`src/rtl/srs_pkg.sv`:
```
// ----------------------------------------------------------------------------
// srs_pkg
// Shared types and sizing constants for the stable rank sorter.
// ----------------------------------------------------------------------------
`default_nettype none

package srs_pkg;

   localparam int MAX_ITEMS   = 64;
   localparam int IDX_W       = $clog2(MAX_ITEMS);
   localparam int CNT_W       = $clog2(MAX_ITEMS + 1);
   localparam int GROUP_SIZE  = 8;
   localparam int NUM_GROUPS  = (MAX_ITEMS + GROUP_SIZE - 1) / GROUP_SIZE;
   localparam int CMP_W       = NUM_GROUPS * GROUP_SIZE;
   localparam int GCNT_W      = $clog2(GROUP_SIZE + 1);
   localparam int QUEUE_DEPTH = 2;
   localparam int QPTR_W      = $clog2(QUEUE_DEPTH);
   localparam int QCNT_W      = $clog2(QUEUE_DEPTH + 1);

   typedef struct packed {
      logic [7:0] value;
      logic       last_in;
   } req_type;

   typedef struct packed {
      logic [7:0] sorted_value;
      logic       last_out;
      logic       overflow;
   } rsp_type;

   // classified beat handed from front to back
   typedef struct packed {
      logic [7:0]       value;
      logic             last;
      logic             drop;
      logic [IDX_W-1:0] idx;
   } qentry_type;

   typedef struct packed {
      logic empty;
      logic full;
   } qstat_type;

endpackage

`default_nettype wire

```
`src/rtl/srs_front.sv`:
```
// ----------------------------------------------------------------------------
// srs_front
// Accepts input beats, assigns each a store slot or marks it dropped.
// ----------------------------------------------------------------------------
`default_nettype none

module srs_front (
   input  wire logic               clock,
   input  wire logic               reset,
   input  wire logic               start,
   output logic                    busy,
   input  wire srs_pkg::req_type   req_data,
   input  wire srs_pkg::qstat_type q_stat,
   output logic                    push,
   output srs_pkg::qentry_type     push_data
);
   import srs_pkg::*;

   logic [CNT_W-1:0] cnt_ff;
   logic [CNT_W-1:0] cnt_in;
   logic             drop;

   always_comb begin
      busy   = q_stat.full || reset;
      push   = start && !busy;
      drop   = (cnt_ff == CNT_W'(MAX_ITEMS));
      cnt_in = cnt_ff;
      push_data.value = req_data.value;
      push_data.last  = req_data.last_in;
      push_data.drop  = drop;
      push_data.idx   = cnt_ff[IDX_W-1:0];
      if (push) begin
         if (req_data.last_in) begin
            cnt_in = '0;
         end else if (!drop) begin
            cnt_in = cnt_ff + 1'b1;
         end
      end
   end

   always_ff @(posedge clock) begin
      if (reset) begin
         cnt_ff <= '0;
      end else begin
         cnt_ff <= cnt_in;
      end
   end

endmodule

`default_nettype wire

```
`src/rtl/srs_queue.sv`:
```
// ----------------------------------------------------------------------------
// srs_queue
// Short FIFO between the front and the back.
// ----------------------------------------------------------------------------
`default_nettype none

module srs_queue (
   input  wire logic                 clock,
   input  wire logic                 reset,
   input  wire logic                 push,
   input  wire srs_pkg::qentry_type  push_data,
   input  wire logic                 pop,
   output srs_pkg::qentry_type       pop_data,
   output srs_pkg::qstat_type        q_stat
);
   import srs_pkg::*;

   qentry_type        entry_ff [QUEUE_DEPTH];
   logic [QPTR_W-1:0] wr_ptr_ff, wr_ptr_in;
   logic [QPTR_W-1:0] rd_ptr_ff, rd_ptr_in;
   logic [QCNT_W-1:0] count_ff, count_in;

   always_comb begin
      q_stat.empty = (count_ff == '0);
      q_stat.full  = (count_ff == QCNT_W'(QUEUE_DEPTH));
      pop_data     = entry_ff[rd_ptr_ff];
      wr_ptr_in    = push ? wr_ptr_ff + 1'b1 : wr_ptr_ff;
      rd_ptr_in    = pop ? rd_ptr_ff + 1'b1 : rd_ptr_ff;
      count_in     = count_ff;
      if (push && !pop) begin
         count_in = count_ff + 1'b1;
      end else if (pop && !push) begin
         count_in = count_ff - 1'b1;
      end
   end

   always_ff @(posedge clock) begin
      if (push) begin
         entry_ff[wr_ptr_ff] <= push_data;
      end
   end

   always_ff @(posedge clock) begin
      if (reset) begin
         wr_ptr_ff <= '0;
         rd_ptr_ff <= '0;
         count_ff  <= '0;
      end else begin
         wr_ptr_ff <= wr_ptr_in;
         rd_ptr_ff <= rd_ptr_in;
         count_ff  <= count_in;
      end
   end

endmodule

`default_nettype wire

```
`src/rtl/srs_back.sv`:
```
// ----------------------------------------------------------------------------
// srs_back
// Stores a run, ranks every entry against a row of compare cells, places
// each value at its rank and streams the placed values out.
// ----------------------------------------------------------------------------
`default_nettype none

module srs_back (
   input  wire logic                clock,
   input  wire logic                reset,
   input  wire srs_pkg::qentry_type pop_data,
   input  wire srs_pkg::qstat_type  q_stat,
   output logic                     pop,
   output logic                     rsp_strobe,
   output srs_pkg::rsp_type         rsp_data
);
   import srs_pkg::*;

   typedef enum logic [2:0] {
      ST_LOAD = 3'b001,
      ST_RANK = 3'b010,
      ST_EMIT = 3'b100
   } back_state_type;

   back_state_type   state_ff, state_in;
   logic [CNT_W-1:0] cnt_ff, cnt_in;
   logic             ovf_ff, ovf_in;
   logic             run_ovf_ff, run_ovf_in;
   logic [IDX_W-1:0] addr_ff, addr_in;
   logic             issue_done_ff, issue_done_in;

   logic [7:0]       item_mem_ff   [MAX_ITEMS];
   logic [7:0]       placed_mem_ff [MAX_ITEMS];
   logic [7:0]       cell_ff       [MAX_ITEMS];

   logic             s1_vld_ff, s2_vld_ff, s3_vld_ff;
   logic [7:0]       s1_val_ff, s2_val_ff, s3_val_ff;
   logic [IDX_W-1:0] s1_idx_ff;
   logic [GCNT_W-1:0] grp_ff [NUM_GROUPS];
   logic [GCNT_W-1:0] grp_in [NUM_GROUPS];
   logic [CNT_W-1:0] rank_ff, rank_in;

   logic             em_vld_ff, em_vld_in;
   logic             em_last_ff, em_last_in;
   logic [7:0]       em_val_ff;

   logic             issue;
   logic             emit;
   logic             at_end;
   logic [CMP_W-1:0] cmp;

   assign at_end = (CNT_W'(addr_ff) == cnt_ff - 1'b1);
   assign issue  = (state_ff == ST_RANK) && !issue_done_ff;
   assign emit   = (state_ff == ST_EMIT);
   assign pop    = (state_ff == ST_LOAD) && !q_stat.empty;

   always_comb begin
      state_in      = state_ff;
      cnt_in        = cnt_ff;
      ovf_in        = ovf_ff;
      run_ovf_in    = run_ovf_ff;
      addr_in       = addr_ff;
      issue_done_in = issue_done_ff;
      unique case (state_ff)
         ST_LOAD: begin
            if (pop) begin
               if (pop_data.drop) begin
                  ovf_in = 1'b1;
               end
               if (pop_data.last) begin
                  cnt_in        = pop_data.drop ? CNT_W'(MAX_ITEMS)
                                                : CNT_W'(pop_data.idx) + 1'b1;
                  run_ovf_in    = ovf_ff || pop_data.drop;
                  ovf_in        = 1'b0;
                  addr_in       = '0;
                  issue_done_in = 1'b0;
                  state_in      = ST_RANK;
               end
            end
         end
         ST_RANK: begin
            if (!issue_done_ff) begin
               if (at_end) begin
                  addr_in       = '0;
                  issue_done_in = 1'b1;
               end else begin
                  addr_in = addr_ff + 1'b1;
               end
            end else if (!s1_vld_ff && !s2_vld_ff && !s3_vld_ff) begin
               addr_in  = '0;
               state_in = ST_EMIT;
            end
         end
         ST_EMIT: begin
            if (at_end) begin
               addr_in  = '0;
               state_in = ST_LOAD;
            end else begin
               addr_in = addr_ff + 1'b1;
            end
         end
         default: begin
            state_in = ST_LOAD;
         end
      endcase
   end

   // one compare cell per stored entry: counts entries that sort ahead
   for (genvar k = 0; k < CMP_W; k++) begin : g_cell
      if (k < MAX_ITEMS) begin : g_live
         assign cmp[k] = (CNT_W'(k) < cnt_ff) &&
                         ((cell_ff[k] < s1_val_ff) ||
                          ((cell_ff[k] == s1_val_ff) && (IDX_W'(k) < s1_idx_ff)));
      end else begin : g_pad
         assign cmp[k] = 1'b0;
      end
   end

   always_comb begin
      for (int g = 0; g < NUM_GROUPS; g++) begin
         grp_in[g] = GCNT_W'($countones(cmp[g*GROUP_SIZE +: GROUP_SIZE]));
      end
   end

   always_comb begin
      rank_in = '0;
      for (int g = 0; g < NUM_GROUPS; g++) begin
         rank_in = rank_in + CNT_W'(grp_ff[g]);
      end
   end

   assign em_vld_in  = emit;
   assign em_last_in = emit && at_end;

   always_ff @(posedge clock) begin
      if (pop && !pop_data.drop) begin
         item_mem_ff[pop_data.idx] <= pop_data.value;
         cell_ff[pop_data.idx]     <= pop_data.value;
      end
      if (issue) begin
         s1_val_ff <= item_mem_ff[addr_ff];
         s1_idx_ff <= addr_ff;
      end
      s2_val_ff <= s1_val_ff;
      grp_ff    <= grp_in;
      s3_val_ff <= s2_val_ff;
      rank_ff   <= rank_in;
      if (s3_vld_ff) begin
         placed_mem_ff[rank_ff[IDX_W-1:0]] <= s3_val_ff;
      end
      if (emit) begin
         em_val_ff <= placed_mem_ff[addr_ff];
      end
   end

   always_ff @(posedge clock) begin
      if (reset) begin
         state_ff      <= ST_LOAD;
         cnt_ff        <= '0;
         ovf_ff        <= 1'b0;
         run_ovf_ff    <= 1'b0;
         addr_ff       <= '0;
         issue_done_ff <= 1'b0;
         s1_vld_ff     <= 1'b0;
         s2_vld_ff     <= 1'b0;
         s3_vld_ff     <= 1'b0;
         em_vld_ff     <= 1'b0;
         em_last_ff    <= 1'b0;
      end else begin
         state_ff      <= state_in;
         cnt_ff        <= cnt_in;
         ovf_ff        <= ovf_in;
         run_ovf_ff    <= run_ovf_in;
         addr_ff       <= addr_in;
         issue_done_ff <= issue_done_in;
         s1_vld_ff     <= issue;
         s2_vld_ff     <= s1_vld_ff;
         s3_vld_ff     <= s2_vld_ff;
         em_vld_ff     <= em_vld_in;
         em_last_ff    <= em_last_in;
      end
   end

   always_comb begin
      rsp_strobe             = em_vld_ff;
      rsp_data.sorted_value  = em_val_ff;
      rsp_data.last_out      = em_last_ff;
      rsp_data.overflow      = run_ovf_ff;
   end

endmodule

`default_nettype wire

```
`src/rtl/stable_rank_sort.sv`:
```
// ----------------------------------------------------------------------------
// stable_rank_sort
// Stable rank sort of a run of bytes: store, rank, emit in ascending order.
//
//   channel   ports                      handshake
//   input     start, busy, req_data      taken when start && !busy
//   result    rsp_strobe, rsp_data       one result per cycle, no stall
//
// Loading takes one beat per cycle through a two-entry queue while busy is low.
// With the back idle, the last beat of a run is popped in the cycle after it
// is taken; the stored values are then ranked, the compare and count pipeline
// drains, and the values are emitted through one output register.
// busy is high in reset and once the queue holds two beats, which happens
// only while the back ranks or emits.
// Reset clears all control state; the stores need no clearing.
// ----------------------------------------------------------------------------
`default_nettype none

module stable_rank_sort (
   input  wire logic             clock,
   input  wire logic             reset,
   input  wire logic             start,
   output logic                  busy,
   input  wire srs_pkg::req_type req_data,
   output logic                  rsp_strobe,
   output srs_pkg::rsp_type      rsp_data
);
   import srs_pkg::*;

   logic       push;
   logic       pop;
   qentry_type push_data;
   qentry_type pop_data;
   qstat_type  q_stat;

   srs_front u_front (
      .clock     (clock),
      .reset     (reset),
      .start     (start),
      .busy      (busy),
      .req_data  (req_data),
      .q_stat    (q_stat),
      .push      (push),
      .push_data (push_data)
   );

   srs_queue u_queue (
      .clock     (clock),
      .reset     (reset),
      .push      (push),
      .push_data (push_data),
      .pop       (pop),
      .pop_data  (pop_data),
      .q_stat    (q_stat)
   );

   srs_back u_back (
      .clock      (clock),
      .reset      (reset),
      .pop_data   (pop_data),
      .q_stat     (q_stat),
      .pop        (pop),
      .rsp_strobe (rsp_strobe),
      .rsp_data   (rsp_data)
   );

endmodule

`default_nettype wire

```
`config.mk`:
```
export PLATFORM = sky130hd
export DESIGN_NAME = stable_rank_sort
export DESIGN_NICKNAME = d
export VERILOG_FILES = /design/src/rtl/srs_pkg.sv /design/src/rtl/srs_front.sv /design/src/rtl/srs_queue.sv /design/src/rtl/srs_back.sv /design/src/rtl/stable_rank_sort.sv
export SDC_FILE = /design/constraint.sdc
export NUM_CORES = 2
export LEC_CHECK = 0
export BUFFER_PORTS_ARGS = -buffer_cell sky130_fd_sc_hd__buf_2
export CAP_MARGIN = 20
export CORE_AREA = 2 2 369 371
export DETAILED_ROUTE_END_ITERATION = 8
export DIE_AREA = 0 0 371 373
export SLEW_MARGIN = 15
export SYNTH_ARGS = -nofsm -noshare
export SYNTH_HDL_FRONTEND = slang
export SYNTH_HIERARCHICAL = 1
export SYNTH_SLANG_ARGS = --single-unit
```
`constraint.sdc`:
```
create_clock -name clock -period 7.7 [get_ports clock]
set_clock_uncertainty 0.2 [all_clocks]
set_input_delay 0.385 -clock clock [delete_from_list [all_inputs] [get_ports clock]]
set_output_delay 0.385 -clock clock [all_outputs]
set_load 0.01 [all_outputs]
```
==> out/metrics.cfg <==
[detailed_routing]
vias_per_cell=6.213
drtIter0Drc=4209
drc=0
post_drt_wl_per_cell_um=29.97
finalWirelength_um=176700
via_count=36640
drt.antenna.violating_nets=0
dr.pass1.iters=6

[critical_path]
crit_path_cell_trace=clkinv_2, buf_4, buf_4, ha_1, nor2b_1, o21ai_0, nand2b_1, a21oi_1, o21ai_0, a22o_1, fa_1, fa_1, inv_1, fa_1, ha_1, inv_1, fa_1, xnor2_1
required_ns=8.15
r2r_setup_slack_ns=2.17
slowest_stage=fa_1
crit_family=adder cells
endpoint_kind=flip-flop
path_max_fanout=19
critPathMaxStageDelay_ns=0.57
cp.arrival_ns=5.98
worst-r2r-cell-count=18
r2r_start=u_back/s1_val_ff[1]$_DFFE_PP_
startpoint_type=flip-flop
cp_num_buf_inv=5
critical_path_class=reg -> reg
crit_path_frequent_cell=fa_1
r2r_end=u_back/grp_ff[22]$_DFF_P_

[floorplanning]
start_util=0.4370
die-area_um2=138400
die_h_um=373
fp-row-count=135
pin_count=24
core_um2=134600
dieWidth_um=371

[synth]
synth_area_um2=58830
synth_area_leaders=edfxtp_1 (55%), ha_1 (12%), mux4_2 (9.8%)
avgSynthCellArea_um2=14.89
yosysMostFrequentCell=edfxtp_1
synthesis.nets=4565
syn_inst=3950
yosysSeqAreaShare=0.5809
synth.distinct_cells=77
yosys.area.top_type=edfxtp_1
ys_ff_latch=1168
ys_top_cells_by_count=edfxtp_1 (1078), ha_1 (548), mux4_2 (256)
ys.flop_type=edfxtp_1
synth_edf_count=1078
yosysTopAreaCellShare=0.5502
synth_warnings=6
async_flop_share=0

[worst_hold_path]
hold_end=u_back/s3_val_ff[1]$_DFF_P_
hp-class=reg -> reg
min_delay_path_depth=0
hold_path.startpoint=u_back/s2_val_ff[1]$_DFF_P_

[global_routing]
use_met1=0.3697
met3_usage=0.05012
antenna_found_initial=5
grt_usage=0.2556
first_global_vias=36400
grt_overflow=0
grt_pass1_wl_um=256300
use_met2=0.3768
busiest_layer=met2
grt_max_degree=110

[cells_and_area]
layout.nets=4625
drive_above_1_share=0.1471
multi_input_area_um2=23190
nFillCells=11367
utilization=0.4845
final_cells=5897
ff_latch_area_um2=34200
area_growth_pct=10.87

[timing]
setup_violations=0
setup_tns_ns=0
worstMarginPinSlew_ns=1.259
fin_crit_ns=5.530
maxSlewHeadroom=0.1599
finalCritPeriodShare=0.7182
slew_violations=0
rsz0062_at_grt=false
hold_viol_final=0
max_freq_ghz=0.1808

[power_and_ir_drop]
fin_total_pwr_mw=17.01
leakage_nw=22.79
power.density_nw_per_um2=260.7
peakVddDrop_mv=0.2693

[clocking]
cts.clk_slew.worst_paths_ns=0.07
cts_tree=built
ctsHoldBuffers=12
clk_latency_ns=0.77
htreeDepth=3
cts_made_buffers=120
cts_root_buf=clkbuf_16
clock_sinks=1168
cts_setup_buffers=0
clockBufferDepth=3
cts_resized=0

[run]
max_cap_viol_count=0

[placed_design]
dp_hpwl_um=118200
gp_congestion=0.9422
dp_cells=5656
portBuffers=23

[outcome]
run_status=completed

## kinds of logic after synthesis
family / after synthesis / share of synthesized area
xor gates and xnor gates: 33 / 0.004913
adders and majority gates: 603 / 0.1353
muxes: 291 / 0.1043
AOI/OAI and AO/OA: 724 / 0.08088
and+or+nand+nor: 777 / 0.06844
buffers and inverters: 354 / 0.02533
DFF: 1168 / 0.5809
## per-layer routing
metal | up-vias | wire (um)
met5 | - | 13
met4 | 2 | 7430
met3 | 319 | 15740
met2 | 1719 | 77830
met1 | 18780 | 75740
li1 | 15820 | -
## flip-flops by register name, indices dropped and copies added, names as in the netlist, 2 cells and up, named ones only
name,flops
u_queue/count_ff,2
u_back/state_ff,3
u_back/item_mem_ff,512
u_back/placed_mem_ff,512
u_back/grp_ff,32
u_back/cnt_ff,7
u_back/s1_idx_ff,6
u_front/cnt_ff,7
u_back/s1_val_ff,8
u_back/em_val_ff,8
u_back/s3_val_ff,8
u_queue/entry_ff,32
u_back/rank_ff,6
u_back/addr_ff,6
u_back/s2_val_ff,8
## through the flow
step | worst slack, ns | instance area (um2) | hold slack [ns]
3_5_place_dp | 2.206 | 61070 | 0.1127
4_1_cts | 2.152 | 65220 | 0.1266
2_1_floorplan | 2.166 | 58830 | 0.1096
3_3_place_gp | 2.327 | 61020 | 0.1148
5_1_grt | 1.948 | 65220 | 0.1303
6_report | 2.170 | 65230 | 0.1264
## power breakdown
| part | switching, mW | internal (mW) | leakage, nW |
|---|---|---|---|
| Clock | 2.52 | 3.45 | 1.98 |
| Sequential | 0.189 | 7.27 | 10.4 |
| Combinational | 2.23 | 1.36 | 10.4 |
| Total | 4.93 | 12.1 | 22.8 |
## layout make-up
| type | count | share of cell area |
|---|---|---|
| tap | 1781 | 0.03416 |
| multi-input combinational | 2428 | 0.3556 |
| clock inverter | 58 | 0.009552 |
| antenna | 2 | 0.00007673 |
| inverter | 182 | 0.01061 |
| clock buffer | 168 | 0.05219 |
| timing repair buffer | 110 | 0.01358 |
| sequential | 1168 | 0.5242 |
## worst max path at each step
| stage | startpoint | to | cells after the start |
|---|---|---|---|
| 2_1_floorplan | u_back/s1_val_ff[1]$_DFFE_PP_ | u_back/grp_ff[6]$_DFF_P_ | 16 |
| 3_3_place_gp | u_back/s1_val_ff[1]$_DFFE_PP_ | u_back/grp_ff[21]$_DFF_P_ | 18 |
| 3_5_place_dp | u_back/s1_val_ff[1]$_DFFE_PP_ | u_back/grp_ff[21]$_DFF_P_ | 18 |
| 4_1_cts | u_back/s1_val_ff[1]$_DFFE_PP_ | u_back/grp_ff[22]$_DFF_P_ | 18 |
| 5_1_grt | u_back/s1_val_ff[1]$_DFFE_PP_ | u_back/grp_ff[22]$_DFF_P_ | 18 |
| 6_report | u_back/s1_val_ff[1]$_DFFE_PP_ | u_back/grp_ff[22]$_DFF_P_ | 18 |
## layout by cell type, fill, tap and decap left out, types with 15 or more instances in the layout
| cell | instances |
|---|---|
| a2111oi_0 | 21 |
| a211oi_1 | 15 |
| a21o_1 | 73 |
| a21oi_1 | 165 |
| a221oi_1 | 33 |
| a22o_1 | 36 |
| a22oi_1 | 15 |
| buf_2 | 23 |
| buf_4 | 68 |
| clkbuf_1 | 27 |
| clkbuf_16 | 121 |
| clkbuf_8 | 20 |
| clkinv_1 | 18 |
| clkinv_2 | 27 |
| dfxtp_1 | 78 |
| edfxtp_1 | 1078 |
| fa_1 | 55 |
| ha_1 | 548 |
| inv_1 | 175 |
| mux2_2 | 17 |
| mux2i_1 | 18 |
| mux4_2 | 256 |
| nand2_1 | 72 |
| nand2b_1 | 50 |
| nand3_1 | 46 |
| nand4_1 | 108 |
| nor2_1 | 248 |
| nor2b_1 | 86 |
| nor3_1 | 48 |
| nor4_1 | 24 |
| o211ai_1 | 27 |
| o21a_1 | 54 |
| o21ai_0 | 146 |
| o22ai_1 | 63 |
| or3_1 | 18 |
| xnor2_1 | 22 |
Power figures use the tool's default switching activity.
